<file path="src/design/ttrr_pkg.sv">
// Shared types, constants and helpers for the round-robin thread table.
// Used by every module of the block except ttrr_ram; depends on nothing else.
`default_nettype none

package ttrr_pkg;

    localparam int SLOTS     = 16;
    localparam int TID_BITS  = 16;
    localparam int SLOT_W    = $clog2(SLOTS);
    localparam int CNT_W     = $clog2(SLOTS + 1);
    localparam int TID_EXT_W = (TID_BITS > 16) ? TID_BITS : 16;

    typedef logic [SLOT_W-1:0]    slot_t;
    typedef logic [CNT_W-1:0]     cnt_t;
    typedef logic [TID_BITS-1:0]  tid_t;
    typedef logic [TID_EXT_W-1:0] tid_ext_t;
    typedef logic [15:0]          out_tid_t;
    typedef logic [3:0]           out_slot_t;

    localparam slot_t LAST_SLOT   = slot_t'(SLOTS - 1);
    localparam slot_t FIRST_UPPER = slot_t'(1);
    localparam cnt_t  SCAN_ALL    = cnt_t'(SLOTS);
    localparam cnt_t  SCAN_UPPER  = cnt_t'(SLOTS - 1);
    localparam cnt_t  CNT_ONE     = cnt_t'(1);
    localparam tid_t  TID_ONE     = tid_t'(1);
    localparam tid_t  TID_MAX     = '1;

    // Join ids that do not fit in TID_BITS are rejected.
    localparam logic [15:0] JOIN_MASK =
        (TID_BITS >= 16) ? 16'hFFFF : 16'((32'd1 << TID_BITS) - 32'd1);

    typedef enum logic [1:0] {
        FN_CREATE = 2'd0,
        FN_YIELD  = 2'd1,
        FN_JOIN   = 2'd2,
        FN_EXIT   = 2'd3
    } func_e;

    typedef enum logic [1:0] {
        STS_OK        = 2'd0,
        STS_NO_SLOT   = 2'd1,
        STS_NOT_FOUND = 2'd2,
        STS_WAIT      = 2'd3
    } status_e;

    typedef enum logic [1:0] {
        SS_FREE     = 2'd0,
        SS_RUNNABLE = 2'd1,
        SS_RUNNING  = 2'd2,
        SS_ZOMBIE   = 2'd3
    } slot_state_e;

    typedef enum logic [2:0] {
        SQ_IDLE,
        SQ_CUR_RD,
        SQ_CUR_CHK,
        SQ_SCAN,
        SQ_WR_A,
        SQ_WR_B,
        SQ_DONE
    } seq_state_e;

    typedef struct packed {
        slot_state_e st;
        tid_t        tid;
    } slot_entry_t;

    localparam int ENTRY_W = $bits(slot_entry_t);

    typedef struct packed {
        slot_t       rd_addr;
        logic        we;
        slot_t       wr_addr;
        slot_entry_t wr_data;
    } mem_req_t;

    typedef struct packed {
        status_e   status;
        out_tid_t  new_tid;
        logic      switched;
        out_slot_t prev_slot;
        out_slot_t run_slot;
        out_tid_t  run_tid;
    } res_t;

    function automatic slot_t slot_inc(slot_t s);
        return (s == LAST_SLOT) ? '0 : s + slot_t'(1);
    endfunction

    function automatic tid_t join_want(logic [15:0] j);
        tid_ext_t w;
        w = tid_ext_t'(j);
        return tid_t'(w);
    endfunction

    function automatic tid_t tid_step(tid_t t);
        return (t == TID_MAX) ? TID_ONE : t + TID_ONE;
    endfunction

endpackage

`default_nettype wire

</file>
<file path="src/design/ttrr_ram.sv">
// Generic single-port-write, single-port-read RAM with registered read data.
// Standalone; no package dependency.
`default_nettype none

module ttrr_ram #(
    parameter int WIDTH = 8,
    parameter int DEPTH = 16
) (
    input  wire logic                     aclk,
    input  wire logic                     we,
    input  wire logic [$clog2(DEPTH)-1:0] waddr,
    input  wire logic [WIDTH-1:0]         wdata,
    input  wire logic [$clog2(DEPTH)-1:0] raddr,
    output logic      [WIDTH-1:0]         rdata
);

    logic [WIDTH-1:0] mem_reg [DEPTH];
    logic [WIDTH-1:0] rdata_reg;

    always_ff @(posedge aclk) begin
        if (we) begin
            mem_reg[waddr] <= wdata;
        end
        rdata_reg <= mem_reg[raddr];
    end

    assign rdata = rdata_reg;

endmodule

`default_nettype wire

</file>
<file path="src/design/ttrr_slot_mem.sv">
// Slot table storage: one RAM of slot entries plus per-entry written flags
// so that untouched entries read back as their reset value. Uses ttrr_pkg, ttrr_ram.
`default_nettype none

module ttrr_slot_mem (
    input  wire logic                   aclk,
    input  wire logic                   aresetn,
    input  wire ttrr_pkg::mem_req_t     req,
    output ttrr_pkg::slot_entry_t       rd_ent
);

    logic [ttrr_pkg::SLOTS-1:0]   valid_reg;
    logic                         rd_valid_reg;
    logic                         rd_zero_reg;
    logic [ttrr_pkg::ENTRY_W-1:0] ram_q;
    ttrr_pkg::slot_entry_t        ram_ent;
    ttrr_pkg::slot_entry_t        rst_ent;

    ttrr_ram #(
        .WIDTH (ttrr_pkg::ENTRY_W),
        .DEPTH (ttrr_pkg::SLOTS)
    ) u_ram (
        .aclk  (aclk),
        .we    (req.we),
        .waddr (req.wr_addr),
        .wdata (req.wr_data),
        .raddr (req.rd_addr),
        .rdata (ram_q)
    );

    always_ff @(posedge aclk) begin
        if (!aresetn) begin
            valid_reg <= '0;
        end else if (req.we) begin
            valid_reg[req.wr_addr] <= 1'b1;
        end
        rd_valid_reg <= valid_reg[req.rd_addr];
        rd_zero_reg  <= (req.rd_addr == '0);
    end

    // Slot 0 comes out of reset running; every other slot is free.
    always_comb begin
        ram_ent     = ttrr_pkg::slot_entry_t'(ram_q);
        rst_ent.st  = rd_zero_reg ? ttrr_pkg::SS_RUNNING : ttrr_pkg::SS_FREE;
        rst_ent.tid = '0;
        rd_ent      = rd_valid_reg ? ram_ent : rst_ent;
    end

endmodule

`default_nettype wire

</file>
<file path="src/design/ttrr_seq.sv">
// Operation sequencer: scans the slot table one entry per cycle and writes
// back the updated entries. Uses ttrr_pkg; drives ttrr_slot_mem.
`default_nettype none

module ttrr_seq (
    input  wire logic                  aclk,
    input  wire logic                  aresetn,
    input  wire logic                  in_valid,
    output logic                       in_ready,
    input  wire ttrr_pkg::func_e       in_func,
    input  wire logic [15:0]           in_join_tid,
    output logic                       res_valid,
    input  wire logic                  res_take,
    output ttrr_pkg::res_t             res,
    output ttrr_pkg::mem_req_t         mem_req,
    input  wire ttrr_pkg::slot_entry_t mem_rd
);

    ttrr_pkg::seq_state_e  state_reg, state_next;
    ttrr_pkg::func_e       func_reg, func_next;
    ttrr_pkg::status_e     status_reg, status_next;
    ttrr_pkg::tid_t        want_reg, want_next;
    ttrr_pkg::tid_t        new_tid_reg, new_tid_next;
    ttrr_pkg::tid_t        run_tid_reg, run_tid_next;
    ttrr_pkg::tid_t        cnt_reg, cnt_next;
    ttrr_pkg::slot_t       cur_reg, cur_next;
    ttrr_pkg::slot_t       prev_reg, prev_next;
    ttrr_pkg::slot_t       iss_idx_reg, iss_idx_next;
    ttrr_pkg::cnt_t        iss_left_reg, iss_left_next;
    ttrr_pkg::slot_t       chk_idx_reg, chk_idx_next;
    logic                  chk_vld_reg, chk_vld_next;
    logic                  chk_last_reg, chk_last_next;
    ttrr_pkg::slot_t       fnd_idx_reg, fnd_idx_next;
    ttrr_pkg::slot_entry_t fnd_ent_reg, fnd_ent_next;
    ttrr_pkg::slot_entry_t cur_ent_reg, cur_ent_next;
    logic                  yphase_reg, yphase_next;

    logic join_ok;
    logic scan_hit;
    logic scan_miss;

    assign join_ok = (in_join_tid != 16'd0) &&
                     ((in_join_tid & ttrr_pkg::JOIN_MASK) == in_join_tid);

    // Yield, exit and a waiting join look for a runnable slot, create for a free
    // one, and join for any non-free slot, zombie or live, holding the wanted id.
    always_comb begin
        if (yphase_reg) begin
            scan_hit = (mem_rd.st == ttrr_pkg::SS_RUNNABLE);
        end else if (func_reg == ttrr_pkg::FN_CREATE) begin
            scan_hit = (mem_rd.st == ttrr_pkg::SS_FREE);
        end else begin
            scan_hit = (mem_rd.st != ttrr_pkg::SS_FREE) && (mem_rd.tid == want_reg);
        end
        scan_hit  = scan_hit && chk_vld_reg;
        scan_miss = chk_vld_reg && chk_last_reg && !scan_hit;
    end

    always_comb begin
        state_next = state_reg;
        unique case (state_reg)
            ttrr_pkg::SQ_IDLE: begin
                if (in_valid) begin
                    unique case (in_func)
                        ttrr_pkg::FN_CREATE: state_next = ttrr_pkg::SQ_SCAN;
                        ttrr_pkg::FN_JOIN:
                            state_next = join_ok ? ttrr_pkg::SQ_SCAN : ttrr_pkg::SQ_DONE;
                        default: state_next = ttrr_pkg::SQ_CUR_RD;
                    endcase
                end
            end
            ttrr_pkg::SQ_CUR_RD:  state_next = ttrr_pkg::SQ_CUR_CHK;
            ttrr_pkg::SQ_CUR_CHK: state_next = ttrr_pkg::SQ_SCAN;
            ttrr_pkg::SQ_SCAN: begin
                if (scan_hit) begin
                    if (!yphase_reg && func_reg == ttrr_pkg::FN_JOIN &&
                        mem_rd.st != ttrr_pkg::SS_ZOMBIE) begin
                        state_next = ttrr_pkg::SQ_CUR_RD;
                    end else begin
                        state_next = ttrr_pkg::SQ_WR_A;
                    end
                end else if (scan_miss) begin
                    state_next = ttrr_pkg::SQ_DONE;
                end
            end
            ttrr_pkg::SQ_WR_A: begin
                if (yphase_reg && cur_ent_reg.st == ttrr_pkg::SS_RUNNING) begin
                    state_next = ttrr_pkg::SQ_WR_B;
                end else begin
                    state_next = ttrr_pkg::SQ_DONE;
                end
            end
            ttrr_pkg::SQ_WR_B: state_next = ttrr_pkg::SQ_DONE;
            ttrr_pkg::SQ_DONE: begin
                if (res_take) begin
                    state_next = ttrr_pkg::SQ_IDLE;
                end
            end
            default: state_next = ttrr_pkg::SQ_IDLE;
        endcase
    end

    always_comb begin
        func_next     = func_reg;
        status_next   = status_reg;
        want_next     = want_reg;
        new_tid_next  = new_tid_reg;
        run_tid_next  = run_tid_reg;
        cnt_next      = cnt_reg;
        cur_next      = cur_reg;
        prev_next     = prev_reg;
        iss_idx_next  = iss_idx_reg;
        iss_left_next = iss_left_reg;
        chk_idx_next  = chk_idx_reg;
        chk_vld_next  = 1'b0;
        chk_last_next = chk_last_reg;
        fnd_idx_next  = fnd_idx_reg;
        fnd_ent_next  = fnd_ent_reg;
        cur_ent_next  = cur_ent_reg;
        yphase_next   = yphase_reg;

        mem_req.rd_addr = iss_idx_reg;
        mem_req.we      = 1'b0;
        mem_req.wr_addr = fnd_idx_reg;
        mem_req.wr_data = fnd_ent_reg;

        in_ready  = (state_reg == ttrr_pkg::SQ_IDLE);
        res_valid = (state_reg == ttrr_pkg::SQ_DONE);

        res.status    = status_reg;
        res.new_tid   = ttrr_pkg::out_tid_t'(new_tid_reg);
        res.switched  = (cur_reg != prev_reg);
        res.prev_slot = ttrr_pkg::out_slot_t'(prev_reg);
        res.run_slot  = ttrr_pkg::out_slot_t'(cur_reg);
        res.run_tid   = ttrr_pkg::out_tid_t'(run_tid_reg);

        case (state_reg)
            ttrr_pkg::SQ_IDLE: begin
                if (in_valid) begin
                    func_next     = in_func;
                    prev_next     = cur_reg;
                    want_next     = ttrr_pkg::join_want(in_join_tid);
                    new_tid_next  = '0;
                    yphase_next   = (in_func == ttrr_pkg::FN_YIELD) ||
                                    (in_func == ttrr_pkg::FN_EXIT);
                    status_next   = (in_func == ttrr_pkg::FN_JOIN && !join_ok) ?
                                    ttrr_pkg::STS_NOT_FOUND : ttrr_pkg::STS_OK;
                    iss_idx_next  = ttrr_pkg::FIRST_UPPER;
                    iss_left_next = ttrr_pkg::SCAN_UPPER;
                end
            end
            ttrr_pkg::SQ_CUR_RD: begin
                mem_req.rd_addr = cur_reg;
            end
            ttrr_pkg::SQ_CUR_CHK: begin
                cur_ent_next = mem_rd;
                // Exit turns the running slot into a zombie before the yield.
                if (func_reg == ttrr_pkg::FN_EXIT) begin
                    cur_ent_next.st = ttrr_pkg::SS_ZOMBIE;
                    mem_req.we      = 1'b1;
                    mem_req.wr_addr = cur_reg;
                    mem_req.wr_data = '{st: ttrr_pkg::SS_ZOMBIE, tid: mem_rd.tid};
                end
                iss_idx_next  = ttrr_pkg::slot_inc(cur_reg);
                iss_left_next = ttrr_pkg::SCAN_ALL;
            end
            ttrr_pkg::SQ_SCAN: begin
                chk_idx_next = iss_idx_reg;
                if (iss_left_reg != '0) begin
                    iss_idx_next  = ttrr_pkg::slot_inc(iss_idx_reg);
                    iss_left_next = iss_left_reg - ttrr_pkg::CNT_ONE;
                    chk_vld_next  = 1'b1;
                    chk_last_next = (iss_left_reg == ttrr_pkg::CNT_ONE);
                end
                if (scan_hit) begin
                    chk_vld_next = 1'b0;
                    fnd_idx_next = chk_idx_reg;
                    fnd_ent_next = mem_rd;
                    if (!yphase_reg && func_reg == ttrr_pkg::FN_JOIN &&
                        mem_rd.st != ttrr_pkg::SS_ZOMBIE) begin
                        status_next = ttrr_pkg::STS_WAIT;
                        yphase_next = 1'b1;
                    end
                end else if (scan_miss) begin
                    chk_vld_next = 1'b0;
                    if (!yphase_reg) begin
                        status_next = (func_reg == ttrr_pkg::FN_CREATE) ?
                                      ttrr_pkg::STS_NO_SLOT : ttrr_pkg::STS_NOT_FOUND;
                    end
                end
            end
            ttrr_pkg::SQ_WR_A: begin
                mem_req.we      = 1'b1;
                mem_req.wr_addr = fnd_idx_reg;
                if (yphase_reg) begin
                    mem_req.wr_data = '{st: ttrr_pkg::SS_RUNNING, tid: fnd_ent_reg.tid};
                    cur_next        = fnd_idx_reg;
                    run_tid_next    = fnd_ent_reg.tid;
                end else if (func_reg == ttrr_pkg::FN_CREATE) begin
                    mem_req.wr_data = '{st: ttrr_pkg::SS_RUNNABLE, tid: cnt_reg};
                    new_tid_next    = cnt_reg;
                    cnt_next        = ttrr_pkg::tid_step(cnt_reg);
                    if (fnd_idx_reg == cur_reg) begin
                        run_tid_next = cnt_reg;
                    end
                end else begin
                    mem_req.wr_data = '{st: ttrr_pkg::SS_FREE, tid: '0};
                    if (fnd_idx_reg == cur_reg) begin
                        run_tid_next = '0;
                    end
                end
            end
            ttrr_pkg::SQ_WR_B: begin
                // The slot that was running goes back into the runnable pool.
                mem_req.we      = 1'b1;
                mem_req.wr_addr = prev_reg;
                mem_req.wr_data = '{st: ttrr_pkg::SS_RUNNABLE, tid: cur_ent_reg.tid};
            end
            default: begin
            end
        endcase
    end

    always_ff @(posedge aclk) begin
        if (!aresetn) begin
            state_reg   <= ttrr_pkg::SQ_IDLE;
            cur_reg     <= '0;
            cnt_reg     <= ttrr_pkg::TID_ONE;
            run_tid_reg <= '0;
            chk_vld_reg <= 1'b0;
        end else begin
            state_reg   <= state_next;
            cur_reg     <= cur_next;
            cnt_reg     <= cnt_next;
            run_tid_reg <= run_tid_next;
            chk_vld_reg <= chk_vld_next;
        end
        func_reg     <= func_next;
        status_reg   <= status_next;
        want_reg     <= want_next;
        new_tid_reg  <= new_tid_next;
        prev_reg     <= prev_next;
        iss_idx_reg  <= iss_idx_next;
        iss_left_reg <= iss_left_next;
        chk_idx_reg  <= chk_idx_next;
        chk_last_reg <= chk_last_next;
        fnd_idx_reg  <= fnd_idx_next;
        fnd_ent_reg  <= fnd_ent_next;
        cur_ent_reg  <= cur_ent_next;
        yphase_reg   <= yphase_next;
    end

endmodule

`default_nettype wire

</file>
<file path="src/design/thread_table_round_robin.sv">
// Top level of the round-robin thread table: handshake ports and the result
// output register. Uses ttrr_pkg, ttrr_seq and ttrr_slot_mem.
`default_nettype none

//  channel  | direction | ports                                            | handshake
//  ---------+-----------+--------------------------------------------------+----------------
//  s_       | in        | s_func, s_join_tid                               | s_valid/s_ready
//  m_       | out       | m_status, m_new_tid, m_switched, m_prev_slot,    | m_valid/m_ready
//           |           | m_run_slot, m_run_tid                            |
//
// One operation word is processed at a time. The slot table lives in a RAM with
// registered read data, and the scan walks it one slot per cycle with a read in
// flight. Reset is synchronous and active low; after it slot 0 is running and
// the next id is 1. No clearing pass is needed, so the block is ready at once.
// A finished result waits in the output register while the next word is
// accepted and worked on; only a second result is held back until m_ready.

module thread_table_round_robin (
    input  wire logic        aclk,
    input  wire logic        aresetn,

    input  wire logic        s_valid,
    output logic             s_ready,
    input  wire logic [1:0]  s_func,
    input  wire logic [15:0] s_join_tid,

    output logic             m_valid,
    input  wire logic        m_ready,
    output logic [1:0]       m_status,
    output logic [15:0]      m_new_tid,
    output logic             m_switched,
    output logic [3:0]       m_prev_slot,
    output logic [3:0]       m_run_slot,
    output logic [15:0]      m_run_tid
);

    ttrr_pkg::mem_req_t    mem_req;
    ttrr_pkg::slot_entry_t mem_rd;
    ttrr_pkg::res_t        seq_res;
    logic                  seq_res_valid;
    logic                  res_take;

    ttrr_pkg::res_t        out_reg;
    logic                  m_valid_reg;

    // The sequencer does all the table work; the top only buffers results.
    ttrr_seq u_seq (
        .aclk        (aclk),
        .aresetn     (aresetn),
        .in_valid    (s_valid),
        .in_ready    (s_ready),
        .in_func     (ttrr_pkg::func_e'(s_func)),
        .in_join_tid (s_join_tid),
        .res_valid   (seq_res_valid),
        .res_take    (res_take),
        .res         (seq_res),
        .mem_req     (mem_req),
        .mem_rd      (mem_rd)
    );

    ttrr_slot_mem u_slot_mem (
        .aclk    (aclk),
        .aresetn (aresetn),
        .req     (mem_req),
        .rd_ent  (mem_rd)
    );

    // A new result moves in when the output register is empty or being drained.
    assign res_take = seq_res_valid && (!m_valid_reg || m_ready);

    always_ff @(posedge aclk) begin
        if (!aresetn) begin
            m_valid_reg <= 1'b0;
        end else if (res_take) begin
            m_valid_reg <= 1'b1;
        end else if (m_ready) begin
            m_valid_reg <= 1'b0;
        end
        if (res_take) begin
            out_reg <= seq_res;
        end
    end

    assign m_valid     = m_valid_reg;
    assign m_status    = out_reg.status;
    assign m_new_tid   = out_reg.new_tid;
    assign m_switched  = out_reg.switched;
    assign m_prev_slot = out_reg.prev_slot;
    assign m_run_slot  = out_reg.run_slot;
    assign m_run_tid   = out_reg.run_tid;

endmodule

`default_nettype wire

</file>
<file path="config.mk">
export PLATFORM = sky130hd
export DESIGN_NAME = thread_table_round_robin
export DESIGN_NICKNAME = d
export VERILOG_FILES = /design/src/design/ttrr_pkg.sv /design/src/design/ttrr_ram.sv /design/src/design/ttrr_slot_mem.sv /design/src/design/ttrr_seq.sv /design/src/design/thread_table_round_robin.sv
export SDC_FILE = /design/constraint.sdc
export NUM_CORES = 1
export LEC_CHECK = 0
export BUFFER_PORTS_ARGS = -buffer_cell sky130_fd_sc_hd__buf_2
export CORE_MARGIN = 2
export CORE_UTILIZATION = 45
export CTS_BUF_LIST = sky130_fd_sc_hd__clkbuf_4 sky130_fd_sc_hd__clkbuf_8
export DETAILED_ROUTE_END_ITERATION = 10
export GPL_TIMING_DRIVEN = 0
export SETUP_SLACK_MARGIN = 0.5
export SYNTH_ARGS = -nofsm -noshare
export SYNTH_HDL_FRONTEND = slang
export SYNTH_SLANG_ARGS = --single-unit
</file>
<file path="constraint.sdc">
create_clock -name aclk -period 11.4 [get_ports aclk]
set_clock_uncertainty 0.15 [all_clocks]
set_input_delay 1.14 -clock aclk [delete_from_list [all_inputs] [get_ports aclk]]
set_output_delay 1.14 -clock aclk [all_outputs]
set_load 0.005 [all_outputs]
</file>
### Word-level counts from Yosys, hierarchy flattened

Memory sizes are Yosys's and may differ from the RTL's. A register that Yosys moved wholly into a read port is not among the register bits.
Index checks and enable logic that the tools add are counted.

* bits of input ports: 22
* memory bits (writable): 288
* memories kept: 1
* register bits: 197

Memories
* u_slot_mem.u_ram.mem_reg: depth 16, bits a word 18, rd ports 1, clocked after Yosys merged registers in 1, write ports 1, RTL line ttrr_ram.sv:17 `logic [WIDTH-1:0] mem_reg [DEPTH];`

* order comparisons: 3
* add/subtract/negate cells: 4
* muxes and demuxes: 56
* bitwise logic cells: 4
* reduce and logical (&&, ||, !) cells: 41
* equality and inequality tests: 31

Operators with widths (count)
* two-way mux 16 bit: 8
* case mux 23 bit (3 select lines): 1
* two-way mux 18 bit: 2
* case mux 16 bit (2 select lines): 1
* two-way mux 23 bit: 1
* case mux 3 bit (7 select lines): 1
* two-way mux 4 bit: 5
* two-way mux 2 bit: 9
* two-way mux 3 bit: 6
* two-way mux 17 bit: 1
* adder 16 x 1 -> 16 bit, second input constant: 1
* == test 16 bit: 1
* == test 16 bit, second input constant: 1
* bitwise OR 16 bit: 1
* nonzero test 16 bit: 1
* case mux 5 bit (3 select lines): 1
* two-way mux 1 bit: 12
* case mux 4 bit (3 select lines): 1
* == test 2 bit, second input constant: 5
* logical AND 1 bit: 10
* < comparator 4 x 5 -> 1 bit, second input constant: 2
* two-way mux 5 bit: 2
* inequality test 2 x 1 -> 1 bit, second input constant: 5
* AND reduction 2 bit: 5
* 32 further kinds: 56

### Depth between registers and ports, before layout

Gate-level depths: netlist (run 1).

* depth in word-level cells: 12
* mapped depth: 10
* mapped depth without buffers: 7

### Modules after synthesis

A second synthesis (run 1) with hierarchy kept.

* cells, all modules: 1133
* area, all modules: 19591.3 um2

By module, submodules not included
* ttrr_ram: cells an instance 482, times used 1, area an instance 11322.1 um2
* ttrr_seq: cells an instance 515, times used 1, area an instance 6055.8 um2
* thread_table_round_robin: cells an instance 47, times used 1, area an instance 1338.8 um2
* ttrr_slot_mem: cells an instance 89, times used 1, area an instance 874.6 um2

### Worst setup path before layout (run 1)

Ideal clock, no wire load.

* path kind: input port to flip-flop
* from: input port m_ready
* to: register out_reg, in the netlist m_new_tid[0] (enable)
* cell stages on the path: 2
* path buffers: 0
* required time: 10753 ps
* setup slack: 6573 ps
* arrival time: 4180 ps
* cells stage by stage: nor2b_1 > nor3_1

* longest elaborated chain between the ends: 2

RTL lines
* from (decl): RTL line thread_table_round_robin.sv:28 `input wire logic m_ready,`
* logical OR 1 bit: RTL line thread_table_round_robin.sv:69 `assign res_take = seq_res_valid && (!m_valid_reg || m_ready);`
* logical AND 1 bit: RTL line thread_table_round_robin.sv:69
* named net res_take: RTL line thread_table_round_robin.sv:41 `logic res_take;`
* to (signal assigned): RTL line thread_table_round_robin.sv:80 `out_reg <= seq_res;`
* to (decl): RTL line thread_table_round_robin.sv:43 `ttrr_pkg::res_t out_reg;`

The timed path passes the listed nets, and every way through them passes these cells.
A chain may end at the register's enable or synchronous reset.

### Worst setup path in the final report (run 1)

* from: register u_seq.state_reg[0]
* to: register u_slot_mem.u_ram.rdata_reg[3], in the netlist u_slot_mem.u_ram.rdata[3] (read register of u_slot_mem.u_ram.mem_reg)

* longest elaborated chain between the ends: 2

RTL lines
* from (decl): RTL line ttrr_seq.sv:19 `ttrr_pkg::seq_state_e state_reg, state_next;`
* from (signal assigned): RTL line ttrr_seq.sv:226 `state_reg <= ttrr_pkg::SQ_IDLE;`
* from (signal assigned): RTL line ttrr_seq.sv:232 `state_reg <= state_next;`
* == test 3 x 1 -> 1 bit: RTL line ttrr_seq.sv:137 `case (state_reg)`
* two-way mux 4 bit: RTL line ttrr_seq.sv:137
* to (decl): RTL line ttrr_ram.sv:18 `logic [WIDTH-1:0] rdata_reg;`

Every way passes these cells.

==> summary.txt, run 1 <==
non-filler cells, final: 2364
dpl ws: 7.74 ns
overall routing resource usage: 0.219
Final WS setup: 7.78 ns
Final period util: 0.317
Initial Util: 0.458
sequential share of the synthesized area: 0.705
number of synthesized flops with an enable pin: 426
maximum root-to-sink buffer count: 3
routed length on met2: 24700 um
setup TNS: 0 ns
core area: 44400 um^2
Yosys top cell by area: edfxtp_1
TritonRoute pass-1 iters: 5
max reg flops: 288
worst r2r src: u_seq.state_reg[0]
CP Data Arrival Time: 4.00 ns
Req. time, crit path: 11.78 ns
Synth Instances: 1529
HP Class: register to register
routed len/inst: 21.3 um
Core Rows: 77
die area: 46900 um^2
placer congestion estimate: 0.911
f_max: 276 MHz
Slew headroom: 0.220
CTS root buf: clkbuf_8
worst skew pair latency: 0.67 ns
worst-path maximum fanout: 10
LEAKAGE: 7.87 nW
hold_buf cts: 0
reg-to-reg slack, setup: 7.78 ns
Top Metal Used: met5
crit-path max cell delay: 0.84 ns
yosys warns: 0
ANT nets after route: 0
Most Frequent Cell on Critical Path: buf_2
Syn Nets: 1557
share of post-route cells with drive strength above 1: 0.169
status: finished, final reports clean
area share of the largest cell type after synthesis: 0.629
setup bufs post-CTS: 0
met1 WL: 21300 um
Post-CTS Resized: 0
WL met3: 2960 um
Synth cell types: 64
Hold Startpoint: u_seq.new_tid_reg[8]
post-place instance area: 21800 um^2
Worst setup SP type: register
DR vias/cell: 5.53
Final Max Slew Viols: 0
Die X: 217 um
Netlist Area Pre-Place: 20300 um^2
Period minus WS final: 3.62 ns
critical-path cell list: buf_4 -> nor3b_4 -> mux2i_1 -> buf_2 -> buf_2 -> a31oi_1 -> a211oi_1 -> a21oi_1
cells taking the most area after synthesis: edfxtp_1 63%, dfxtp_1 7.6%, nand2_1 4.4%
Setup crit end kind: register
final routed DRC violation total: 0
DRT iter0 DRCs: 1069
Hold Path Stages: 0
final non-filler cell area: 23500 um^2
Synth Flop Type: edfxtp_1
hpwl dp: 35800 um
Placed Cells: 2210
clock sink count: 503
flops & latches, synth: 503
Reg2Reg Capture Point: u_slot_mem.u_ram.rdata[3]
worst-path cell with the longest stage delay: mux2i_1
Hold Path Sink: m_new_tid[8]
Antenna diodes: 0
Peak VDD IR: 144 uV
Clk pin slew, worst setup/hold paths: 0.06 ns
Final setup viols: 0
total grt overflow: 0
PwrDens: 243 nW/um^2
# fillers: 3749
worst slew pin tran: 1.17 ns
maxcap violations: 0
first-pass GRT wire length: 77300 um
routed vias: 13100
# H-tree levels: 3
crit path kind: register to register
port bufs: 66
RSZ-0062 raised after global routing: false
initial antenna violation count: 1
largest net degree at the start of global routing: 23
Area growth syn-to-layout: 15.9%
final hold vios: 0
ys async rst share: 0
Worst Reg2Reg Path Length in Cells: 8
Design Power: 0.00573 W
number of global-route vias before repair: 13000
Final #Nets: 1731
IO Count: 67
CTS tree: built
Avg Synthesized Cell Area: 13.3 um^2
Die Ht: 217 um
final WL: 50500 um
Inserted Clock Buffers: 83
critical path: cells and delay by family (launching register included):
| kind | cells | cell delay, ns |
|---|---|---|
| buf+inv | 3 | 0.90 |
| compound gates | 3 | 0.86 |
| flops | 1 | 0.32 |
| simple gates | 1 | 0.40 |
| mux | 1 | 0.84 |
synth_stat cells (4+ instances only):
| cell type | number |
|---|---|
| o311ai_0 | 4 |
| a31oi_1 | 42 |
| nor3_1 | 10 |
| nor2_1 | 54 |
| a21boi_0 | 8 |
| and2_1 | 113 |
| xor2_1 | 15 |
| dfxtp_1 | 77 |
| nand4b_1 | 7 |
| buf_2 | 26 |
| mux2i_1 | 18 |
| clkbuf_1 | 63 |
| a211oi_1 | 96 |
| o21ai_0 | 33 |
| nor2b_1 | 19 |
| a311oi_1 | 40 |
| nand2_1 | 239 |
| edfxtp_1 | 426 |
| ha_1 | 6 |
| buf_6 | 4 |
| nand2b_1 | 5 |
| inv_1 | 10 |
| a22oi_1 | 29 |
| or2_2 | 4 |
| nor4_1 | 5 |
| or3_1 | 4 |
| nand4_1 | 8 |
| o22ai_1 | 7 |
| a21oi_1 | 53 |
| nand3_1 | 20 |
| xnor2_1 | 18 |
| o21a_1 | 22 |
cell usage in the layout (no fill, tap or decap), types with 15 or more instances in the layout:
cell type	count
and2_1	113
o21ai_0	31
nand3_1	20
nor2_1	37
a31oi_1	42
edfxtp_1	426
clkbuf_1	63
clkbuf_4	35
xnor2_1	18
nand2_1	239
buf_8	16
a211oi_1	96
nor2b_1	19
a22oi_1	29
dfxtp_1	77
xor2_1	15
nor2_2	18
buf_2	92
mux2i_1	18
clkbuf_8	93
a21oi_1	53
a311oi_1	40
o21a_1	22
per-stage QoR:
stage	hold slack [ns]	utilization
2_1_floorplan	0.250	-
3_3_place_gp	0.250	0.482
3_5_place_dp	0.255	0.491
4_1_cts	0.271	0.530
5_1_grt	0.275	0.530
6_report	0.268	0.530
area by class of cell:
| type | instances | area, um^2 | share of cell area |
|---|---|---|---|
| buffer | 98 | 438 | 0.0186 |
| clock buffer | 128 | 1540 | 0.0655 |
| clock inverter | 26 | 205 | 0.00871 |
| inverter | 12 | 50.0 | 0.00213 |
| multi-input combinational | 916 | 5560 | 0.236 |
| sequential | 503 | 14300 | 0.609 |
| tap | 592 | 741 | 0.0315 |
| timing repair buffer | 89 | 678 | 0.0288 |
cell families (layout without fill, tap and decap cells):
logic type	after synthesis	in the layout	synth area share
simple gates	507	507	0.123
flops	503	503	0.705
compound gates	350	350	0.120
buf+inv	110	353	0.0240
xor+xnor	33	33	0.0142
mux	20	20	0.0103
fa+ha+maj	6	6	0.00369
worst max-delay path by stage:
stage / start / to / cells after the start
floorplan: m_ready / m_new_tid[0] / 2
global placement: m_ready / m_run_tid[10] / 3
detailed placement: s_func[0] / u_seq.state_reg[0] / 7
CTS: u_seq.state_reg[1] / u_slot_mem.u_ram.mem_reg[4][13] / 8
global route: u_seq.state_reg[1] / u_slot_mem.u_ram.mem_reg[4][13] / 9
finish: u_seq.state_reg[0] / u_slot_mem.u_ram.rdata[3] / 8
report_power, final:
part	switching (W)	leakage, nW	internal [W]	total, W
clock network	0.000700	0.934	0.000932	0.00163
logic	0.00118	2.43	0.000493	0.00168
registers	0.000122	4.51	0.00230	0.00242
per-layer routing:
| layer | track usage | vias up |
|---|---|---|
| li1 | - | 6133 |
| met1 | 0.275 | 6408 |
| met2 | 0.372 | 417 |
| met3 | 0.0456 | 109 |
| met4 | 0.0874 | 2 |
| met5 | 0 | - |
No activity file was read; power rests on OpenSTA's default activity.
==> inputs of run 2 (changes only) <==
Settings changed: ABC_AREA from default to 1.
Clock period 11.4 ns to 3.1 ns, I/O delays scaled along.
==> run 2 against run 1 <==
Net effect:
- die area is 1.5% lower
- critical endpoint is now u_slot_mem.u_ram.mem_reg[8][16]
- register-to-register slack worse by 7.3 ns
- total power grew to 3.9 times the previous value
- hold slack worse by 0.044 ns
- sequential share of layout area is 0.88 points lower
- routed wire length is 12% higher
- count of clock-buffer cells in the layout stayed put
- area after synthesis is 1.6% lower
- critical path depth is 1 lower
- sequential cell count stayed put
- sequential power grew to 3.6 times the previous value
==> summary.txt, run 2 <==
Synth Flop Type: edfxtp_1
area share of the largest cell type after synthesis: 0.639
Area growth syn-to-layout: 19.5%
routed len/inst: 22.2 um
sequential share of the synthesized area: 0.717
dpl ws: -0.322 ns
Avg Synthesized Cell Area: 12.1 um^2
total grt overflow: 0
Core Rows: 77
f_max: 389 MHz
port bufs: 66
flops & latches, synth: 503
final non-filler cell area: 23900 um^2
Syn Nets: 1686
most frequent cells in the layout: 426 x edfxtp_1, 251 x nor2_1, 189 x o21ai_0
most common cell after layout, fill and taps aside: edfxtp_1
Worst setup SP type: register
Initial Util: 0.454
Final setup viols: 0
# H-tree levels: 3
final routed DRC violation total: 0
DRT iter0 DRCs: 1571
cells taking the most area after synthesis: edfxtp_1 64%, dfxtp_1 7.7%, nor2_1 4.8%
Setup crit end kind: register
CTS root buf: clkbuf_8
most frequent cell after synthesis: edfxtp_1
status: finished, final reports clean
Slew headroom: 0.366
PwrDens: 938 nW/um^2
ys async rst share: 0
Synth Instances: 1658
met3 Use GR: 0.0616
initial antenna violation count: 1
final WL: 56500 um
Antenna diodes: 0
first-pass GRT wire length: 83600 um
Final Max Slew Viols: 0
IO Count: 67
Clk pin slew, worst setup/hold paths: 0.06 ns
Period minus WS final: 2.57 ns
WHS: 0.224 ns
overall routing resource usage: 0.245
share of post-route cells with drive strength above 1: 0.214
ANT nets after route: 0
crit path kind: register to register
Final #Nets: 1913
crit-path max cell delay: 0.66 ns
number of synthesized flops with an enable pin: 426
Netlist Area Pre-Place: 20000 um^2
yosys warns: 0
Yosys top cell by area: edfxtp_1
Die X: 215 um
worst slew pin tran: 0.951 ns
met2 Use GR: 0.372
clock sink count: 503
placer congestion estimate: 0.897
worst skew pair latency: 0.69 ns
DR vias/cell: 5.49
CTS tree: built
TritonRoute pass-1 iters: 6
Synth cell types: 47
post-place instance area: 21300 um^2
Final period util: 0.829
LEAKAGE: 8.63 nW
critical-path cell list: inv_1 -> nand2_1 -> nor2_2 -> inv_2 -> nor2_8 -> inv_2 -> nand3_1
core area: 44000 um^2
worst-path cell with the longest stage delay: nand3_1
Most Frequent Cell on Critical Path: inv_2
largest net degree at the start of global routing: 24
routed vias: 14000
max reg flops: 288
Req. time, crit path: 3.10 ns
setup TNS: 0 ns
maxcap violations: 0
die area: 46200 um^2
hpwl dp: 37800 um
worst-path maximum fanout: 16
number of global-route vias before repair: 13500
HP Class: primary input to register
GRT met1 Usage: 0.338
Final WS setup: 0.529 ns
Peak VDD IR: 487 uV
RSZ-0062 raised after global routing: true
maximum root-to-sink buffer count: 3
Die Ht: 215 um
Inserted Clock Buffers: 83
final hold vios: 0
CP Data Arrival Time: 2.57 ns
Most Crowded Layer GR: met2
Synth top cells by count: 426 x edfxtp_1, 255 x nor2_1, 190 x o21ai_0, 183 x nand2_1, 109 x inv_1
## run 2: cell families after synthesis
family          after synthesis  synth area share
fa+ha+maj                     6           0.00375
flops                       503             0.717
buf+inv                     210            0.0447
xor+xnor                     20           0.00876
simple gates                547             0.116
compound gates              372             0.110
## run 2: final timing paths
check | start | end | slack (ns) | depth (start not counted)
min | s_join_tid[5] | u_seq.want_reg[5] | 0.22 | 2
min reg2reg | u_seq.new_tid_reg[14] | m_new_tid[14] | 0.27 | 0
max reg2reg | u_seq.func_reg[1] | u_slot_mem.u_ram.mem_reg[8][16] | 0.53 | 7
max | u_seq.func_reg[1] | u_slot_mem.u_ram.mem_reg[8][16] | 0.53 | 7
## run 2: through the flow
step                      total power, W  std cells   util
after global routing              0.0234       2546  0.543
after detailed placement          0.0159       2335  0.483
after global placement            0.0157       2316  0.479
after CTS                         0.0222       2535  0.537
final                             0.0224       2546  0.543
after floorplan                   0.0129       1658      -
## run 2: power by group
| group | switching [W] | internal (W) |
|---|---|---|
| sequential | 0.000297 | 0.00836 |
| clock | 0.00265 | 0.00347 |
| combinational | 0.00552 | 0.00212 |
## run 2: timing repair
item / CTS / global route
pin swaps: 11 / 8
hold buffers: 21 / 0
gates resized for setup: 43 / 63
cloned: 2 / 0
endpoints found under the hold margin: 30 / 0
setup buffers: 23 / 11
setup endpoints to repair: 565 / 457
## run 2: per-layer routing
layer,vias up,wire length [um]
met5,-,0
met4,0,2110
met3,136,4910
met2,574,25600
met1,6847,23900
li1,6408,-
## run 2: critical path: cells and delay by family, from the launching register on
family | cells | cell delay [ns]
and+or+nand+nor | 4 | 1.01
buffers and inverters | 3 | 0.50
DFF | 1 | 0.37
## run 2: area by class of cell
class                      instances  area (um^2)
clock inverter                    26          209
inverter                         133          562
sequential                       503        14300
tap                              592          741
multi-input combinational        947         4960
timing repair buffer             140         1080
clock buffer                     128         1560
buffer                            77          448
fill                            3732        20100
